<file path="config.mk">
export PLATFORM = sky130hd
export DESIGN_NAME = lru_buffer_cache_tags
export DESIGN_NICKNAME = d
export VERILOG_FILES = /design/src/lbc_pkg.sv /design/src/lru_buffer_cache_tags.sv /design/src/lbc_cell.sv
export SDC_FILE = /design/constraint.sdc
export NUM_CORES = 2
export LEC_CHECK = 0
export ABC_AREA = 1
export ABC_CLOCK_PERIOD_IN_PS = 2900
export BUFFER_PORTS_ARGS = -buffer_cell sky130_fd_sc_hd__buf_2
export CAP_MARGIN = 20
export CORE_UTILIZATION = 40
export CTS_CLUSTER_SIZE = 16
export DETAILED_ROUTE_END_ITERATION = 16
export PLACE_DENSITY_LB_ADDON = 0.08
export SYNTH_ARGS = -nofsm -noshare
export SYNTH_HDL_FRONTEND = slang
export SYNTH_SLANG_ARGS = --single-unit
</file>
<file path="constraint.sdc">
create_clock -name clk -period 2.9 [get_ports clk]
set_input_delay 0.145 -clock clk [delete_from_list [all_inputs] [get_ports clk]]
set_output_delay 0.145 -clock clk [all_outputs]
set_load 0.02 [all_outputs]
</file>
<file path="src/lbc_pkg.sv">
`default_nettype none
// ----------------------------------------------------------------------------
// lbc_pkg
// Shared types and codes for the buffer cache tag block: request and result
// layouts, per-buffer update bundle and the victim search carry.
// ----------------------------------------------------------------------------
package lbc_pkg;

    localparam logic [1:0] OP_GET        = 2'd0;
    localparam logic [1:0] OP_RELEASE    = 2'd1;
    localparam logic [1:0] OP_MARK_DIRTY = 2'd2;
    localparam logic [1:0] OP_SYNC       = 2'd3;

    localparam logic [1:0] KIND_WRITE = 2'd0;
    localparam logic [1:0] KIND_READ  = 2'd1;
    localparam logic [1:0] KIND_DONE  = 2'd2;

    localparam logic [1:0] STATUS_OK     = 2'd0;
    localparam logic [1:0] STATUS_RANGE  = 2'd1;
    localparam logic [1:0] STATUS_PINNED = 2'd2;

    localparam logic [31:0] LIMIT_RESET = 32'd64;
    localparam logic [15:0] PIN_MAX     = 16'hFFFF;

    typedef struct packed {
        logic [1:0]  opcode;
        logic [31:0] block_number;
        logic [2:0]  buffer_index;
    } request_t;

    typedef struct packed {
        logic [1:0]  kind;
        logic [31:0] disk_block;
        logic [2:0]  slot;
        logic [1:0]  status;
        logic        was_hit;
        logic [3:0]  flush_count;
        logic        last;
    } result_t;

    typedef struct packed {
        logic        inc_pin;
        logic        dec_pin;
        logic        set_dirty;
        logic        clean;
        logic        load;
        logic        stamp_en;
        logic [31:0] blk;
        logic [31:0] stamp;
    } cell_act_t;

    typedef struct packed {
        logic        hit;
        logic        have;
        logic        inv;
        logic        wb;
        logic [31:0] stamp;
        logic [31:0] blk;
    } scan_t;

endpackage
`default_nettype wire

</file>
<file path="src/lru_buffer_cache_tags.sv">
`default_nettype none
// ----------------------------------------------------------------------------
// lru_buffer_cache_tags
// Tag state of a small block buffer cache with pin counts and LRU victims.
// Release, mark-dirty, out-of-range get: done strobe in the next cycle, no busy.
// Get: the search wave moves one cell per cycle; a hit or all pinned gives DONE,
// a clean victim gives READ then DONE, a dirty victim gives WRITE, READ, DONE.
// Sync: one buffer visited per cycle, a WRITE result for each dirty one, then DONE.
// Reset: all buffers invalid, clean, unpinned; use clock 0; limit 64.
// ----------------------------------------------------------------------------
module lru_buffer_cache_tags #(
    parameter int BUFFERS = 8
) (
    input  wire logic              clk,
    input  wire logic              rst_n,
    input  wire logic              start,
    output logic                   busy,
    input  wire lbc_pkg::request_t request,
    output lbc_pkg::result_t       result,
    output logic                   result_valid,
    input  wire logic              limit_we,
    input  wire logic [31:0]       limit_data
);
    import lbc_pkg::*;

    localparam int IW = $clog2(BUFFERS);
    localparam int CW = $clog2(BUFFERS + 1);

    typedef enum logic [2:0] {
        S_IDLE,
        S_SCAN,
        S_READ,
        S_FINISH,
        S_SYNC,
        S_SYNC_DONE
    } state_t;

    state_t        state_reg, state_next;
    logic [31:0]   limit_reg, limit_next;
    logic [31:0]   clock_reg, clock_next;
    logic [31:0]   req_blk_reg, req_blk_next;
    logic [CW-1:0] cnt_reg, cnt_next;
    logic [IW-1:0] idx_reg, idx_next;
    logic [CW-1:0] flush_reg, flush_next;
    result_t       result_reg, result_next;
    logic          strobe_reg, strobe_next;

    scan_t         chain [BUFFERS];
    logic [IW-1:0] hit_idx [BUFFERS];
    logic [IW-1:0] cand_idx [BUFFERS];
    logic          vd [BUFFERS];
    logic [31:0]   blk [BUFFERS];
    logic [BUFFERS-1:0] sel;

    cell_act_t     act;
    logic          act_en;
    logic [IW-1:0] target;
    logic          in_range;
    scan_t         tail;

    assign tail     = chain[BUFFERS-1];
    assign in_range = 32'(request.buffer_index) < 32'(BUFFERS);

    genvar k;
    generate
        for (k = 0; k < BUFFERS; k++)
        begin : g_cell
            assign sel[k] = act_en && (target == IW'(k));
            if (k == 0)
            begin : g_head
                lbc_cell #(
                    .INDEX (k),
                    .IW    (IW)
                ) u_cell (
                    .clk          (clk),
                    .rst_n        (rst_n),
                    .sel          (sel[k]),
                    .act          (act),
                    .req_blk      (req_blk_reg),
                    .scan_in      ('0),
                    .hit_idx_in   ('0),
                    .cand_idx_in  ('0),
                    .scan_out     (chain[k]),
                    .hit_idx_out  (hit_idx[k]),
                    .cand_idx_out (cand_idx[k]),
                    .vd           (vd[k]),
                    .blk          (blk[k])
                );
            end
            else
            begin : g_body
                lbc_cell #(
                    .INDEX (k),
                    .IW    (IW)
                ) u_cell (
                    .clk          (clk),
                    .rst_n        (rst_n),
                    .sel          (sel[k]),
                    .act          (act),
                    .req_blk      (req_blk_reg),
                    .scan_in      (chain[k-1]),
                    .hit_idx_in   (hit_idx[k-1]),
                    .cand_idx_in  (cand_idx[k-1]),
                    .scan_out     (chain[k]),
                    .hit_idx_out  (hit_idx[k]),
                    .cand_idx_out (cand_idx[k]),
                    .vd           (vd[k]),
                    .blk          (blk[k])
                );
            end
        end
    endgenerate

    // buffer update for this cycle
    always_comb
    begin
        act       = '0;
        act.blk   = req_blk_reg;
        act.stamp = clock_reg + 32'd1;
        act_en    = 1'b0;
        target    = '0;
        unique case (state_reg)
            S_IDLE:
            begin
                if (start)
                begin
                    unique case (request.opcode)
                        OP_RELEASE:
                        begin
                            act.dec_pin = 1'b1;
                            act_en      = in_range;
                            target      = IW'(request.buffer_index);
                        end
                        OP_MARK_DIRTY:
                        begin
                            act.set_dirty = 1'b1;
                            act_en        = in_range;
                            target        = IW'(request.buffer_index);
                        end
                        default:
                        begin
                        end
                    endcase
                end
            end
            S_SCAN:
            begin
                if (cnt_reg == CW'(BUFFERS) && tail.hit)
                begin
                    act.inc_pin  = 1'b1;
                    act.stamp_en = 1'b1;
                    act_en       = 1'b1;
                    target       = hit_idx[BUFFERS-1];
                end
            end
            S_FINISH:
            begin
                act.load     = 1'b1;
                act.stamp_en = 1'b1;
                act_en       = 1'b1;
                target       = idx_reg;
            end
            S_SYNC:
            begin
                act.clean = 1'b1;
                act_en    = vd[idx_reg];
                target    = idx_reg;
            end
            default:
            begin
            end
        endcase
    end

    always_comb
    begin
        state_next   = state_reg;
        limit_next   = limit_we ? limit_data : limit_reg;
        clock_next   = clock_reg;
        req_blk_next = req_blk_reg;
        cnt_next     = cnt_reg;
        idx_next     = idx_reg;
        flush_next   = flush_reg;
        result_next  = '0;
        strobe_next  = 1'b0;
        unique case (state_reg)
            S_IDLE:
            begin
                if (start)
                begin
                    unique case (request.opcode)
                        OP_GET:
                        begin
                            if (request.block_number >= limit_reg)
                            begin
                                result_next.kind   = KIND_DONE;
                                result_next.status = STATUS_RANGE;
                                result_next.last   = 1'b1;
                                strobe_next        = 1'b1;
                            end
                            else
                            begin
                                req_blk_next = request.block_number;
                                cnt_next     = '0;
                                state_next   = S_SCAN;
                            end
                        end
                        OP_RELEASE, OP_MARK_DIRTY:
                        begin
                            result_next.kind = KIND_DONE;
                            result_next.slot = request.buffer_index;
                            result_next.last = 1'b1;
                            strobe_next      = 1'b1;
                        end
                        default:
                        begin
                            idx_next   = '0;
                            flush_next = '0;
                            state_next = S_SYNC;
                        end
                    endcase
                end
            end
            S_SCAN:
            begin
                if (cnt_reg != CW'(BUFFERS))
                begin
                    cnt_next = cnt_reg + CW'(1);
                end
                else
                begin
                    strobe_next = 1'b1;
                    priority if (tail.hit)
                    begin
                        result_next.kind    = KIND_DONE;
                        result_next.slot    = 3'(hit_idx[BUFFERS-1]);
                        result_next.was_hit = 1'b1;
                        result_next.last    = 1'b1;
                        clock_next          = clock_reg + 32'd1;
                        state_next          = S_IDLE;
                    end
                    else if (!tail.have)
                    begin
                        result_next.kind   = KIND_DONE;
                        result_next.status = STATUS_PINNED;
                        result_next.last   = 1'b1;
                        state_next         = S_IDLE;
                    end
                    else if (tail.wb)
                    begin
                        idx_next               = cand_idx[BUFFERS-1];
                        result_next.kind       = KIND_WRITE;
                        result_next.disk_block = tail.blk;
                        result_next.slot       = 3'(cand_idx[BUFFERS-1]);
                        state_next             = S_READ;
                    end
                    else
                    begin
                        idx_next               = cand_idx[BUFFERS-1];
                        result_next.kind       = KIND_READ;
                        result_next.disk_block = req_blk_reg;
                        result_next.slot       = 3'(cand_idx[BUFFERS-1]);
                        state_next             = S_FINISH;
                    end
                end
            end
            S_READ:
            begin
                result_next.kind       = KIND_READ;
                result_next.disk_block = req_blk_reg;
                result_next.slot       = 3'(idx_reg);
                strobe_next            = 1'b1;
                state_next             = S_FINISH;
            end
            S_FINISH:
            begin
                result_next.kind = KIND_DONE;
                result_next.slot = 3'(idx_reg);
                result_next.last = 1'b1;
                strobe_next      = 1'b1;
                clock_next       = clock_reg + 32'd1;
                state_next       = S_IDLE;
            end
            S_SYNC:
            begin
                if (vd[idx_reg])
                begin
                    result_next.kind       = KIND_WRITE;
                    result_next.disk_block = blk[idx_reg];
                    result_next.slot       = 3'(idx_reg);
                    strobe_next            = 1'b1;
                    flush_next             = flush_reg + CW'(1);
                end
                if (idx_reg == IW'(BUFFERS - 1))
                begin
                    state_next = S_SYNC_DONE;
                end
                else
                begin
                    idx_next = idx_reg + IW'(1);
                end
            end
            S_SYNC_DONE:
            begin
                result_next.kind        = KIND_DONE;
                result_next.flush_count = 4'(flush_reg);
                result_next.last        = 1'b1;
                strobe_next             = 1'b1;
                state_next              = S_IDLE;
            end
            default:
            begin
                state_next = S_IDLE;
            end
        endcase
    end

    always_ff @(posedge clk or negedge rst_n)
    begin
        if (!rst_n)
        begin
            state_reg   <= S_IDLE;
            limit_reg   <= LIMIT_RESET;
            clock_reg   <= '0;
            req_blk_reg <= '0;
            cnt_reg     <= '0;
            idx_reg     <= '0;
            flush_reg   <= '0;
            result_reg  <= '0;
            strobe_reg  <= 1'b0;
        end
        else
        begin
            state_reg   <= state_next;
            limit_reg   <= limit_next;
            clock_reg   <= clock_next;
            req_blk_reg <= req_blk_next;
            cnt_reg     <= cnt_next;
            idx_reg     <= idx_next;
            flush_reg   <= flush_next;
            result_reg  <= result_next;
            strobe_reg  <= strobe_next;
        end
    end

    assign busy         = (state_reg != S_IDLE);
    assign result       = result_reg;
    assign result_valid = strobe_reg;

endmodule
`default_nettype wire

</file>
<file path="src/lbc_cell.sv">
`default_nettype none
// ----------------------------------------------------------------------------
// lbc_cell
// One buffer's tag state plus one stage of the hit / victim search chain.
// ----------------------------------------------------------------------------
module lbc_cell #(
    parameter int INDEX = 0,
    parameter int IW    = 3
) (
    input  wire logic               clk,
    input  wire logic               rst_n,
    input  wire logic               sel,
    input  wire lbc_pkg::cell_act_t act,
    input  wire logic [31:0]        req_blk,
    input  wire lbc_pkg::scan_t     scan_in,
    input  wire logic [IW-1:0]      hit_idx_in,
    input  wire logic [IW-1:0]      cand_idx_in,
    output lbc_pkg::scan_t          scan_out,
    output logic [IW-1:0]           hit_idx_out,
    output logic [IW-1:0]           cand_idx_out,
    output logic                    vd,
    output logic [31:0]             blk
);
    import lbc_pkg::*;

    logic          valid_reg, valid_next;
    logic          dirty_reg, dirty_next;
    logic [15:0]   pin_reg, pin_next;
    logic [31:0]   blk_reg, blk_next;
    logic [31:0]   stamp_reg, stamp_next;
    scan_t         scan_reg, scan_next;
    logic [IW-1:0] hit_idx_reg, hit_idx_next;
    logic [IW-1:0] cand_idx_reg, cand_idx_next;

    always_comb
    begin
        valid_next = valid_reg;
        dirty_next = dirty_reg;
        pin_next   = pin_reg;
        blk_next   = blk_reg;
        stamp_next = stamp_reg;
        if (sel)
        begin
            if (act.load)
            begin
                valid_next = 1'b1;
                dirty_next = 1'b0;
                pin_next   = 16'd1;
                blk_next   = act.blk;
            end
            if (act.inc_pin && pin_reg != PIN_MAX)
            begin
                pin_next = pin_reg + 16'd1;
            end
            if (act.dec_pin && pin_reg != 16'd0)
            begin
                pin_next = pin_reg - 16'd1;
            end
            if (act.set_dirty)
            begin
                dirty_next = 1'b1;
            end
            if (act.clean)
            begin
                dirty_next = 1'b0;
            end
            if (act.stamp_en)
            begin
                stamp_next = act.stamp;
            end
        end
    end

    // hit check and victim check of this one search stage
    always_comb
    begin
        scan_next     = scan_in;
        hit_idx_next  = hit_idx_in;
        cand_idx_next = cand_idx_in;
        if (!scan_in.hit && valid_reg && blk_reg == req_blk)
        begin
            scan_next.hit = 1'b1;
            hit_idx_next  = IW'(INDEX);
        end
        priority if (scan_in.inv)
        begin
            scan_next.inv = 1'b1;
        end
        else if (!valid_reg)
        begin
            scan_next.inv   = 1'b1;
            scan_next.have  = 1'b1;
            scan_next.wb    = 1'b0;
            scan_next.stamp = stamp_reg;
            scan_next.blk   = blk_reg;
            cand_idx_next   = IW'(INDEX);
        end
        else if (pin_reg == 16'd0 && (!scan_in.have || stamp_reg < scan_in.stamp))
        begin
            scan_next.have  = 1'b1;
            scan_next.wb    = dirty_reg;
            scan_next.stamp = stamp_reg;
            scan_next.blk   = blk_reg;
            cand_idx_next   = IW'(INDEX);
        end
        else
        begin
            scan_next.have = scan_in.have;
        end
    end

    always_ff @(posedge clk or negedge rst_n)
    begin
        if (!rst_n)
        begin
            valid_reg    <= 1'b0;
            dirty_reg    <= 1'b0;
            pin_reg      <= '0;
            blk_reg      <= '0;
            stamp_reg    <= '0;
            scan_reg     <= '0;
            hit_idx_reg  <= '0;
            cand_idx_reg <= '0;
        end
        else
        begin
            valid_reg    <= valid_next;
            dirty_reg    <= dirty_next;
            pin_reg      <= pin_next;
            blk_reg      <= blk_next;
            stamp_reg    <= stamp_next;
            scan_reg     <= scan_next;
            hit_idx_reg  <= hit_idx_next;
            cand_idx_reg <= cand_idx_next;
        end
    end

    assign scan_out     = scan_reg;
    assign hit_idx_out  = hit_idx_reg;
    assign cand_idx_out = cand_idx_reg;
    assign vd           = valid_reg & dirty_reg;
    assign blk          = blk_reg;

endmodule
`default_nettype wire
</file>
* After elaboration in Yosys (flattened, before gate mapping)
Index checks and enable logic that the tools add are counted.
Storage, ports and cells: register bits 1361, bits in latches 0, RAM bits 0, ROM bits 0, input port bits 73, output and inout bits 47, logic and storage cells 544, memories kept 0
Cells by class: $add $sub $neg 20, multipliers 0, divide/modulo/power cells 0, $lt $le $gt $ge 9, equal/unequal tests 47, shift-type cells 0, muxes and demuxes 198, bitwise operators 10, reduce and logical (&&, ||, !) cells 145
Operator list (count):
- $mux 65 | 23
- $mux 16 | 17
- $eq 32x32->1 | 8
- $lt 32x32->1 | 7
- $mux 32 | 5
- $add 16x1->16 const B | 8
- $logic_not 16->1 | 8
- $ne 16x16->1 const B | 8
- $reduce_bool 16->1 | 8
- $sub 16x1->16 const B | 8
- $mux 3 | 38
- $bmux 32 s3 | 1
- $pmux 32 s3 | 1
- $mux 1 | 70
- $mux 35 | 2
- $pmux 32 s2 | 1
- $reduce_and 2->1 | 32
- $logic_and 1x1->1 | 47
- $mux 40 | 1
- $mux 36 | 1
- $reduce_bool 3->1 | 11
- $add 32x1->32 const B | 1
- $ge 32x32->1 | 1
- $mux 4 | 8
- 39 further kinds | 114

* Longest topological paths before layout
depth in word-level cells 8, mapped depth 20, depth with buffers taken out 19

* Cells and area by module
Synthesis repeated with hierarchy kept, for this count alone.
Second synthesis, totals: cell total of the unflattened synthesis 8721, area, all modules 74277.5 um^2
Modules (own cells, without submodules):
- lbc_cell at g_cell[1].g_body.u_cell ... | instances 2, cells each 901, area each 8010.2 um^2, sequential area each 3903.7 um^2
- lbc_cell at g_cell[3].g_body.u_cell ... | instances 2, cells each 885, area each 7900.1 um^2, sequential area each 3903.7 um^2
- lru_buffer_cache_tags | instances 1, cells each 1580, area each 10780.3 um^2, sequential area each 3905.0 um^2
- lbc_cell at g_cell[5].g_body.u_cell | instances 1, cells each 893, area each 7976.4 um^2, sequential area each 3903.7 um^2
- lbc_cell at g_cell[0].g_head.u_cell | instances 1, cells each 903, area each 7931.4 um^2, sequential area each 3903.7 um^2
- lbc_cell at g_cell[2].g_body.u_cell | instances 1, cells each 898, area each 7922.6 um^2, sequential area each 3903.7 um^2
- lbc_cell at g_cell[7].g_body.u_cell | instances 1, cells each 875, area each 7846.3 um^2, sequential area each 3903.7 um^2

* Worst setup path before layout
OpenSTA, ideal clock, no wires.
path type register to register, start point register cnt_reg[0], end point register g_cell[5].g_body.u_cell.blk_reg[29], setup time 136 ps, arrival 2248 ps, required time 2764 ps, setup slack 516 ps, stages on the path, launching flop included 20, path buffers 2, clock period less this slack 2384 ps, cell sequence dfrtp_1 > inv_1 > ha_1 > nand2_1 > nor2_2 > inv_1 > nor2_4 > nand2_1 > nand2_2 > inv_2 > nand2_2 > nor2_4 > nor2_4 > inv_2 > nor2_8 > nand2_1 > buf_2 > buf_2 > nand2_1 > o21ai_0
Between the ends: word-level cells in the longest chain between the ends 7, elaborated cells on any way between the ends 9, classes of those cells eq/ne: 2; mux: 4; reduce/logical: 3
Ends and longest elaborated chain:
- start: declaration | line lru_buffer_cache_tags.sv:42 | logic [CW-1:0] cnt_reg, cnt_next;
- start signal: assignment | line lru_buffer_cache_tags.sv:338 | cnt_reg <= cnt_next;
- $eq 4x4->1 (*) | line lru_buffer_cache_tags.sv:148 | if (cnt_reg == CW'(BUFFERS) && tail.hit)
- $logic_and 1x1->1 (*) | line lru_buffer_cache_tags.sv:148
- $mux 3 | line lru_buffer_cache_tags.sv:148
- $pmux 3 s3 | line lru_buffer_cache_tags.sv:122 | unique case (state_reg)
- $eq 3x3->1 | line lru_buffer_cache_tags.sv:68 | assign sel[k] = act_en && (target == IW'(k));
- $logic_and 1x1->1 (*) | line lru_buffer_cache_tags.sv:68
- $reduce_and 2->1 (no line) (*)
- end signal: assignment | line lbc_cell.sv:130 | blk_reg <= blk_next;
- end: declaration | line lbc_cell.sv:29 | logic [31:0] blk_reg, blk_next;
Mark *: on every way between the ends. The rest lies on a longest branch, timed or not. A chain may end at the register's enable or synchronous reset.

==> flow_summary.ini <==
[yosys]
yosys.area_share.adder = 0.0487
ys_types = 59
synth_top_family_by_area = simple AND/OR/NAND/NOR gates
syn_inst = 8971
ys_warn_count = 0
syn_avg_cell_area_um2 = 7.88
synthFlopType = dfrtp_1
synth-compound-area-share = 0.106
synth_edf_count = 0
yosysSeqAreaShare = 0.481
syn_nets = 9319
synth_simple_gate_area_frac = 0.253
synth.ff_latch_count = 1357
syn-cell-area_um2 = 70700
synthArstFlopShare = 1.00
synth_xor_area_frac = 0.0351
synth_mux_area_frac = 0.000159

[clock_tree]
path_clk_slew_ns = 0.06
tritoncts = yes
clock_path_buffers = 3
clock-sinks = 1357
clkLatencyLatePin_ns = 0.83
cts_made_buffers = 162
cts.htree.levels = 4
cts-root-buf = clkbuf_16

[placed_design]
dp_hpwl_um = 181000
pre_cts_ws_ns = -0.0379
dpl_cell_area_um2 = 76300
io_buffer_count = 119
gp_congestion = 0.971

[finish]
largest_reg_flops = 443
drive_above_1_share = 0.0985
nets = 9655
final_common_cell = nand2_1
fill_cells = 17200
design_area_um2 = 83100
layout_common_cells = nand2_1, dfrtp_1, inv_1
area_growth_pct = 17.6

[pwr]
total_power_mw = 56.8
power.density_nw_per_um2 = 683
leakage_nw = 42.5
vdd_drop_max_uv = 624

[route]
drt_iter0_drc = 5567
drc_errors = 0
wire_per_inst_um = 21.8
route.vias.total = 62600
postRouteAntennaNets = 0
viasPerCell = 5.32
dr.pass1.iters = 6
drt_wl_total_um = 257000

[setup_path]
cp_data_arrival_time_ns = 3.49
required_ns = 3.60
crit_type = reg -> reg
cpMaxStageDelayCell = dlygate4sd3_1
endpoint_kind = flop
critPathTopFamily = simple AND/OR/NAND/NOR gates
crit_path_cell_trace = inv_1, ha_1, nand2_1, nor2_1, nor3_1, nand2_1, o21ai_1, nand2_1, nand2_1, nand2_1, nand2_1, nor3_1, dlygate4sd3_1
cp-start-kind = flop
critPathBufInv = 2
critPathMaxStageDelay_ns = 0.54
crit_top_cell = nand2_1
crit_fanout = 3

[floorplan]
initial_core_util = 0.405
dieHeight_um = 422
die_area_um2 = 178000
core_area_um2 = 175000
die_w_um = 422
rows = 153
pin_count = 120

[grt]
grt.overflow.total = 0
grt_pass1_wl_um = 389000
grt_max_degree = 139
grt.total_usage = 0.286
grt_pass1_vias = 61300
antenna_found_initial = 3

[outcome]
outcome = finished clean

[timing]
fmax_mhz = 359
tns_ns = 0
hold_violations = 0
slew_headroom = 0.296
maxSlewViolCount = 0
finalHoldWorstSlack_ns = 0.0747
period_needed_ns = 2.79
worst_slack_ns = 0.111
timing.final.crit_share = 0.962
rsz0062_at_grt = no
setup_violations = 0
worst_pin_slew_ns = 1.06
fin_skew_ns = 0.0402

[min_path]
hold_path_class = in -> reg

[job]
max_cap_violations = 0
==> area by class of cell <==
| type | count | area (um^2) | area share |
|---|---|---|---|
| Tap cell | 2325 | 2910 | 0.0350 |
| Clock buffer | 234 | 4790 | 0.0576 |
| Clock inverter | 60 | 643 | 0.00774 |
| Multi-Input combinational cell | 6234 | 31500 | 0.379 |
| Antenna cell | 10 | 25.0 | 0.000301 |
| Timing Repair Buffer | 646 | 5840 | 0.0702 |
| Inverter | 906 | 3410 | 0.0411 |
| Sequential cell | 1357 | 34000 | 0.409 |
==> tightest hold or removal path: cells and delay by family <==
kind	cells	cell delay, ns
buf+inv	2	0.61
compound gates	1	0.05
simple gates	1	0.04
==> metrics by stage <==
stage               instances  utilization
floorplan                8971            -
global placement        11400        0.437
detailed placement      11400        0.437
CTS                     11800        0.475
global route            11800        0.476
finish                  11800        0.476
==> worst paths after layout <==
path / from / cells after the start / slack (ns) / endpoint
max in group asynchronous: rst_n / 4 / 2.05 / g_cell[0].g_head.u_cell.scan_out[24]
min in group asynchronous: rst_n / 3 / 0.14 / limit_reg[3]
setup / recovery: limit_reg[6] / 13 / 0.11 / result[6]
hold reg to reg: g_cell[1].g_body.u_cell.scan_out[6] / 2 / 0.43 / g_cell[2].g_body.u_cell.scan_out[6]
hold / removal: limit_data[30] / 4 / 0.07 / limit_reg[30]
setup reg to reg: limit_reg[6] / 13 / 0.11 / result[6]
==> cells by family after synthesis <==
logic type / after synthesis
muxes: 1
and+or+nand+nor: 4297
buffers and inverters: 1380
adders and majority gates: 275
xor gates and xnor gates: 283
AOI/OAI and AO/OA: 1378
DFF: 1357
==> per-layer routing <==
layer  GRT usage  wire, um  vias to the layer above
met5           0         0                        -
met4       0.133     12200                        0
met3      0.0384     15100                      504
met2       0.460    119000                     2131
met1       0.381    111000                    30400
li1            -         -                    29600
==> cells in the mapped netlist, types with 11 or more instances <==
| cell type | number | share of area |
|---|---|---|
| nand2_1 | 2732 | 0.15 |
| dfrtp_1 | 1356 | 0.48 |
| inv_1 | 863 | 0.046 |
| o21ai_0 | 668 | 0.047 |
| nand3_1 | 664 | 0.047 |
| nor2_1 | 539 | 0.029 |
| a21oi_1 | 353 | 0.025 |
| clkbuf_1 | 333 | 0.018 |
| ha_1 | 275 | 0.049 |
| xor2_1 | 236 | 0.029 |
| nor3_1 | 117 | 0.0083 |
| o21ai_1 | 113 | 0.0080 |
| o22ai_1 | 92 | 0.0081 |
| buf_2 | 89 | 0.0063 |
| nand4_1 | 84 | 0.0074 |
| nor4_1 | 78 | 0.0069 |
| o211ai_1 | 53 | 0.0056 |
| xnor2_1 | 47 | 0.0058 |
| buf_1 | 29 | 0.0015 |
| clkinv_1 | 22 | 0.0012 |
| o2111ai_1 | 21 | 0.0026 |
| buf_4 | 20 | 0.0021 |
| inv_2 | 20 | 0.0011 |
| o221ai_1 | 16 | 0.0020 |
| or2_2 | 16 | 0.0014 |
| a221oi_1 | 14 | 0.0017 |
| nand2_2 | 13 | 0.0012 |
| nor2_2 | 13 | 0.0012 |
| o21a_1 | 11 | 0.0012 |
==> what timing repair did <==
| action | 4_1_cts | 5_1_grt |
|---|---|---|
| hold endpoints to repair | 1173 | 0 |
| endpoints found under the setup margin | 17 | 394 |
| hold buffers | 113 | 0 |
| pin swaps | 0 | 1 |
| gates cloned | 0 | 2 |
| gates resized for setup | 1 | 34 |
| setup buffers | 0 | 1 |
==> power by group <==
group | internal (mW) | switching [mW] | leakage (nW)
combinational | 4.49 | 10.4 | 22.0
sequential | 19.8 | 1.21 | 17.8
clock | 12.4 | 8.56 | 2.70
total | 36.6 | 20.1 | 42.5
Note: power is estimated with default switching activity, not from simulation.
